[src/rtl/core/fcw_pkg.sv]
`timescale 1ns / 1ps

package fcw_pkg;

   // table geometry and walk limit
   localparam int TABLE_ENTRIES = 32768;
   localparam int MAX_CLUSTERS  = 64;
   localparam int TBL_AW        = $clog2(TABLE_ENTRIES);
   localparam int CNT_W         = $clog2(MAX_CLUSTERS + 1);

   // field widths
   localparam int CLU_W   = 16;
   localparam int SPC_W   = 8;
   localparam int BPS_W   = 13;
   localparam int SEC_W   = 32;
   localparam int BYTE_W  = 16;
   localparam int CSIZE_W = SPC_W + BPS_W;
   localparam int PROD_W  = CLU_W + SPC_W;
   localparam int CSR_IDX_W = 2;

   // cluster number limits
   localparam logic [CLU_W-1:0] CHAIN_END_MIN      = 16'hFFF8;
   localparam logic [CLU_W-1:0] FIRST_DATA_CLUSTER = 16'd2;

   // request commands
   localparam logic CMD_TBL_WRITE = 1'b0;
   localparam logic CMD_WALK      = 1'b1;

   // register indexes
   localparam logic [CSR_IDX_W-1:0] CSR_SPC = 2'd0;
   localparam logic [CSR_IDX_W-1:0] CSR_BPS = 2'd1;
   localparam logic [CSR_IDX_W-1:0] CSR_FDS = 2'd2;

   // register reset values
   localparam logic [SPC_W-1:0] SPC_RESET = 8'd1;
   localparam logic [BPS_W-1:0] BPS_RESET = 13'd512;
   localparam logic [SEC_W-1:0] FDS_RESET = 32'd0;

   // controller to datapath
   typedef struct packed {
      logic tbl_wr;
      logic start;
      logic empty;
      logic calc;
      logic form;
      logic advance;
   } fcw_cmd_type;

   // datapath to controller
   typedef struct packed {
      logic start_ok;
      logic last;
   } fcw_sts_type;

endpackage

[src/rtl/core/fcw_ctrl.sv]
`timescale 1ns / 1ps

module fcw_ctrl (
   input  logic                clock,
   input  logic                reset,
   input  logic                req_valid,
   input  logic                req_cmd,
   output logic                req_ready,
   output logic                rsp_valid,
   input  logic                rsp_ready,
   input  fcw_pkg::fcw_sts_type sts,
   output fcw_pkg::fcw_cmd_type cmd
);
   import fcw_pkg::*;

   typedef enum logic [2:0] {
      ST_IDLE,
      ST_FIRST,
      ST_CALC,
      ST_FORM,
      ST_OUT
   } state_type;

   state_type state_ff;
   logic      req_ready_ff;
   logic      rsp_valid_ff;
   logic      req_beat;
   logic      rsp_beat;

   assign req_ready = req_ready_ff;
   assign rsp_valid = rsp_valid_ff;
   assign req_beat  = req_valid & req_ready_ff;
   assign rsp_beat  = rsp_valid_ff & rsp_ready;

   // datapath commands
   always_comb begin
      cmd         = '0;
      cmd.tbl_wr  = (state_ff == ST_IDLE) && req_beat && (req_cmd == CMD_TBL_WRITE);
      cmd.start   = (state_ff == ST_IDLE) && req_beat && (req_cmd == CMD_WALK);
      cmd.empty   = (state_ff == ST_FIRST) && !sts.start_ok;
      cmd.calc    = (state_ff == ST_CALC);
      cmd.form    = (state_ff == ST_FORM);
      cmd.advance = (state_ff == ST_OUT) && rsp_beat && !sts.last;
   end

   // state and handshake outputs
   always_ff @(posedge clock) begin
      if (reset) begin
         state_ff     <= ST_IDLE;
         req_ready_ff <= 1'b1;
         rsp_valid_ff <= 1'b0;
      end else begin
         unique case (state_ff)
            ST_IDLE: begin
               if (req_beat && (req_cmd == CMD_WALK)) begin
                  state_ff     <= ST_FIRST;
                  req_ready_ff <= 1'b0;
               end
            end
            ST_FIRST: begin
               if (sts.start_ok) begin
                  state_ff <= ST_CALC;
               end else begin
                  state_ff     <= ST_OUT;
                  rsp_valid_ff <= 1'b1;
               end
            end
            ST_CALC: begin
               state_ff <= ST_FORM;
            end
            ST_FORM: begin
               state_ff     <= ST_OUT;
               rsp_valid_ff <= 1'b1;
            end
            ST_OUT: begin
               if (rsp_beat) begin
                  rsp_valid_ff <= 1'b0;
                  if (sts.last) begin
                     state_ff     <= ST_IDLE;
                     req_ready_ff <= 1'b1;
                  end else begin
                     state_ff <= ST_CALC;
                  end
               end
            end
            default: begin
               state_ff     <= ST_IDLE;
               req_ready_ff <= 1'b1;
               rsp_valid_ff <= 1'b0;
            end
         endcase
      end
   end

endmodule

[config.mk]
export PLATFORM = sky130hd
export DESIGN_NAME = fcw_ctrl
export DESIGN_NICKNAME = d
export VERILOG_FILES = /design/src/rtl/core/fcw_pkg.sv /design/src/rtl/core/fcw_ctrl.sv
export SDC_FILE = /design/constraint.sdc
export NUM_CORES = 1
export LEC_CHECK = 0
export BUFFER_PORTS_ARGS = -buffer_cell sky130_fd_sc_hd__buf_2
export CORE_AREA = 2 2 39 41
export CTS_BUF_LIST = sky130_fd_sc_hd__clkbuf_4 sky130_fd_sc_hd__clkbuf_8
export CTS_CLUSTER_SIZE = 14
export DETAILED_ROUTE_END_ITERATION = 10
export DIE_AREA = 0 0 41 43
export PLACE_DENSITY = 0.42
export SETUP_SLACK_MARGIN = 0.5
export SYNTH_ARGS = -nofsm -noshare
export SYNTH_HDL_FRONTEND = slang
export SYNTH_SLANG_ARGS = --single-unit
[constraint.sdc]
create_clock -name clock -period 2.4 [get_ports clock]
set_input_delay 0.48 -clock clock [delete_from_list [all_inputs] [get_ports clock]]
set_output_delay 0.48 -clock clock [all_outputs]
set_load 0.05 [all_outputs]
After elaboration in Yosys (flattened, before gate mapping). Index checks and enable logic that the tools add are counted.

Bits in registers: 5. Latch bits: 0. Bits in writable memories: 0. Memory bits (read-only): 0. Output and inout port bits: 8. Logic and storage cells: 43. Memories kept: 0.

$add $sub $neg: 0. Multipliers: 0. Div/mod/pow operators: 0. Magnitude comparators: 0. Equality and inequality tests: 8. Shift-type cells: 0. Muxes and demuxes: 12. Bitwise gates (word level): 5. Reduce and logical (&&, ||, !) cells: 15.

Operators with widths (count): 3-bit case mux with 5 select lines (1); 3-bit 2-to-1 mux (3); 1-bit logical AND (7); 3-bit by 2-bit == test with 1-bit output, second input constant (2); 2-bit != test, second input constant (3); 1-bit 2-to-1 mux (5); 1-bit case mux with 4 select lines (1); 4-bit AND reduction (1); 3-bit by 1-bit == test with 1-bit output, second input constant (1); 3-bit == test, second input constant (1); 3-bit zero test (1); 1-bit inverter (3); 1-bit case mux with 3 select lines (1); 3-bit AND reduction (1); 3-bit OR reduction (1); 1-bit bitwise AND (2); 1-bit zero test (2); 2-bit 2-to-1 mux (1); 2-bit by 1-bit != test with 1-bit output, second input constant (1); 2-bit AND reduction (1); 2-bit OR reduction (1).

Depth between registers and ports, before layout.
Depth in word-level cells: 4. Gate-level depth with buffers: 5.

Worst setup path after synthesis. No wires, ideal clock.

Path kind: reg2out. From: register req_ready_ff, in the netlist req_ready. To: output port cmd[4] (netlist bit). Arrival: 2.304 ns. Setup slack: -0.384 ns. Stages on the path, launching flop included: 3. Path buffers: 0. Cell sequence: dfxtp_1 > nand3_1 > nor4_1.

RTL lines: start: declaration (RTL line fcw_ctrl.sv:25) `logic req_ready_ff;`; start signal: assignment (RTL line fcw_ctrl.sv:50) `req_ready_ff <= 1'b1;`; start signal: assignment (RTL line fcw_ctrl.sv:57) `req_ready_ff <= 1'b0;`; start signal: assignment (RTL line fcw_ctrl.sv:80) `req_ready_ff <= 1'b1;`; end: declaration (RTL line fcw_ctrl.sv:12) `output fcw_pkg::fcw_cmd_type cmd`.

==> metrics <==
WS Path Type reg -> out; post-route clock period utilization about three quarters; HP Class in -> reg; Required @ worst endpoint about 1.9 ns; clk sinks 5; Bufs and invs on worst path 1; syn_area_per_cell 8.27 sq um; Area contributors post-synth dfxtp_1 (34%), a21oi_1 (8.4%), nand3b_1 (5.0%), clkbuf_8 (4.6%), mux2_2 (3.8%); register bit count reported by yosys 5; final core occ approximately 32%; slew margin rel. 78.1%; Clock Latency Late Sink ~0.26 ns; status finished clean; syn nets 43; Top Ports 15; vias in the first global route 298; RSZ-0062 raised after global routing no; Min Hold Slack around 0.44 ns; Yosys cell types 23; Worst VDD drop 227 uV; root buf cell clkbuf_4; DRT antenna net count 0; row count 14; CP Cell Sequence nor3_2 -> and4b_1 -> buf_4; Synth Warn # 0; layout cells sized above 1 53.8%; setup violators final 0; min Tclk post-route between 1.5 and 2 ns; setup bufs post-CTS 0; delay-heaviest family, CP simple AND/OR/NAND/NOR gates; Starting Density between 20 and 25%; post-synth top area cell dfxtp_1; largest net degree at the start of global routing 14; gr ovfl total 0; CTS Buffer Depth 2; Layout area overhead 49.2%; Placeable Area approximately 0.0014 sq mm; 1st-pass router iterations 2; Max Slew Vio Count 0; Residual DRC 0; via count 333; sequential fraction of the synthesis area 33.6%; final std cells w/o fill a little under 70; CP endpoint kind output pin; hold_buf cts 0; # port buffers 14; Worst Setup Start Kind flop; first-pass GRT wire length around 1.2 mm; synthesized instance count 36; final net count 60; initial antenna violation count 0; Fin Clk Skew between 0.01 and 0.015 ns; max_cap viols 0; post-DR wirelength/cell about 11 um; dominant synthesized flop cell dfxtp_1; Tot GR Track Use around a tenth; Post-Route WL between 700 and 800 um; Fmax roughly 0.55 GHz; H-tree depth 1; number of vias per cell 4.90; post-DP HPWL about 560 um; dpl cells between 60 and 70; Crit Path Max Fanout 13; die area roughly 0.0018 sq mm; Worst EP arrival 1.34 ns; Tightest Pin Transition ~0.32 ns; Post-synth EDFFs 0; P per Cell Area ~560 mW/mm^2; CP max stage cell dfxtp_2; Lkg Pwr roughly 0.18 nW; starting DRC count in detailed routing 12; Vert. Die Dim 43 um; CTS Buf Count 3; Mapped Area a little under 300 sq um; Fin. Hold Viols 0; asr flop ratio synth 0%; diode count 0; die span in x 41 um; clk slew on worst S/H paths 0.06 ns; Critical Path Max Stage Delay approximately 0.40 ns; gpl congestion roughly 0.72; Yosys top cell area share 33.6%; Setup TNS 0 ns; CTS tree done
-- what timing repair did --
action                                  4_1_cts  5_1_grt
gates resized for setup                       4        2
endpoints found under the hold margin         0        0
endpoints found under the setup margin        2        4
-- metrics by stage --
stage | cell area, sq um | total power, mW | setup WS [ns]
2_1_floorplan | 332 | 0.133 | 0.440
3_3_place_gp | 403 | 0.146 | 0.660
3_5_place_dp | 403 | 0.146 | 0.624
4_1_cts | 442 | 0.252 | 0.498
5_1_grt | 444 | 0.262 | 0.509
6_report | 444 | 0.250 | 0.583
-- report_power, final --
part	leakage [nW]	internal (mW)	switching, mW
combinational	0.124	0.0190	0.0323
sequential	0.0421	0.0870	0.00786
clock	0.0177	0.0608	0.0430
-- cell usage after synthesis (all sizes together) (2+ instances only) --
cell    instances
nor2            3
nand3b          2
nand3           2
dfxtp           5
nor3            2
a21oi           5
-- layout make-up --
type | count | area, sq um
Sequential cell | 5 | 104
Clock buffer | 3 | 22.5
Clock inverter | 1 | 5.00
Inverter | 1 | 3.75
Fill cell | 155 | 940
Multi-Input combinational cell | 28 | 214
Timing Repair Buffer | 14 | 75.1
Tap cell | 16 | 20.0
-- worst paths after layout --
kind / startpoint / endpoint / slack, ns / cells past startpoint
max: state_ff[2] / cmd[5] / 0.58 / 3
min: reset / state_ff[2] / 0.44 / 2
max reg2reg: state_ff[1] / req_ready / 1.20 / 4
min reg2reg: rsp_valid / rsp_valid / 0.52 / 1
-- registers in the layout (all words and copies together), names as in the netlist --
name and flops:
req_ready 1, rsp_valid 1, state_ff 3
-- cell usage in the layout (no fill, tap or decap), types with 2 or more instances in the layout --
| master | count |
|---|---|
| nor2_1 | 2 |
| buf_2 | 12 |
| a21oi_1 | 5 |
| nand3b_1 | 2 |
| buf_4 | 2 |
| nand3_1 | 2 |
| dfxtp_2 | 3 |
| clkbuf_4 | 3 |
| dfxtp_1 | 2 |
| nor3_2 | 2 |
-- per-layer routing --
metal / up-vias / wire, um / share of wire [%] / track usage (%)
li1: 168 / - / - / -
met1: 153 / 317 / 43 / 12.2
met2: 10 / 358 / 48 / 12.8
met3: 2 / 54 / 7.2 / 4.71
met4: 0 / 14 / 1.9 / 10.0
met5: - / 0 / 0 / 0
-- cell families after synthesis --
logic type	count (synthesis)	synth area share, %
AOI/OAI and AO/OA	10	21.0
DFF	5	33.6
and+or+nand+nor	17	34.0
muxes	1	3.78
buffers and inverters	3	7.56
(Power assumes the default switching activity.)
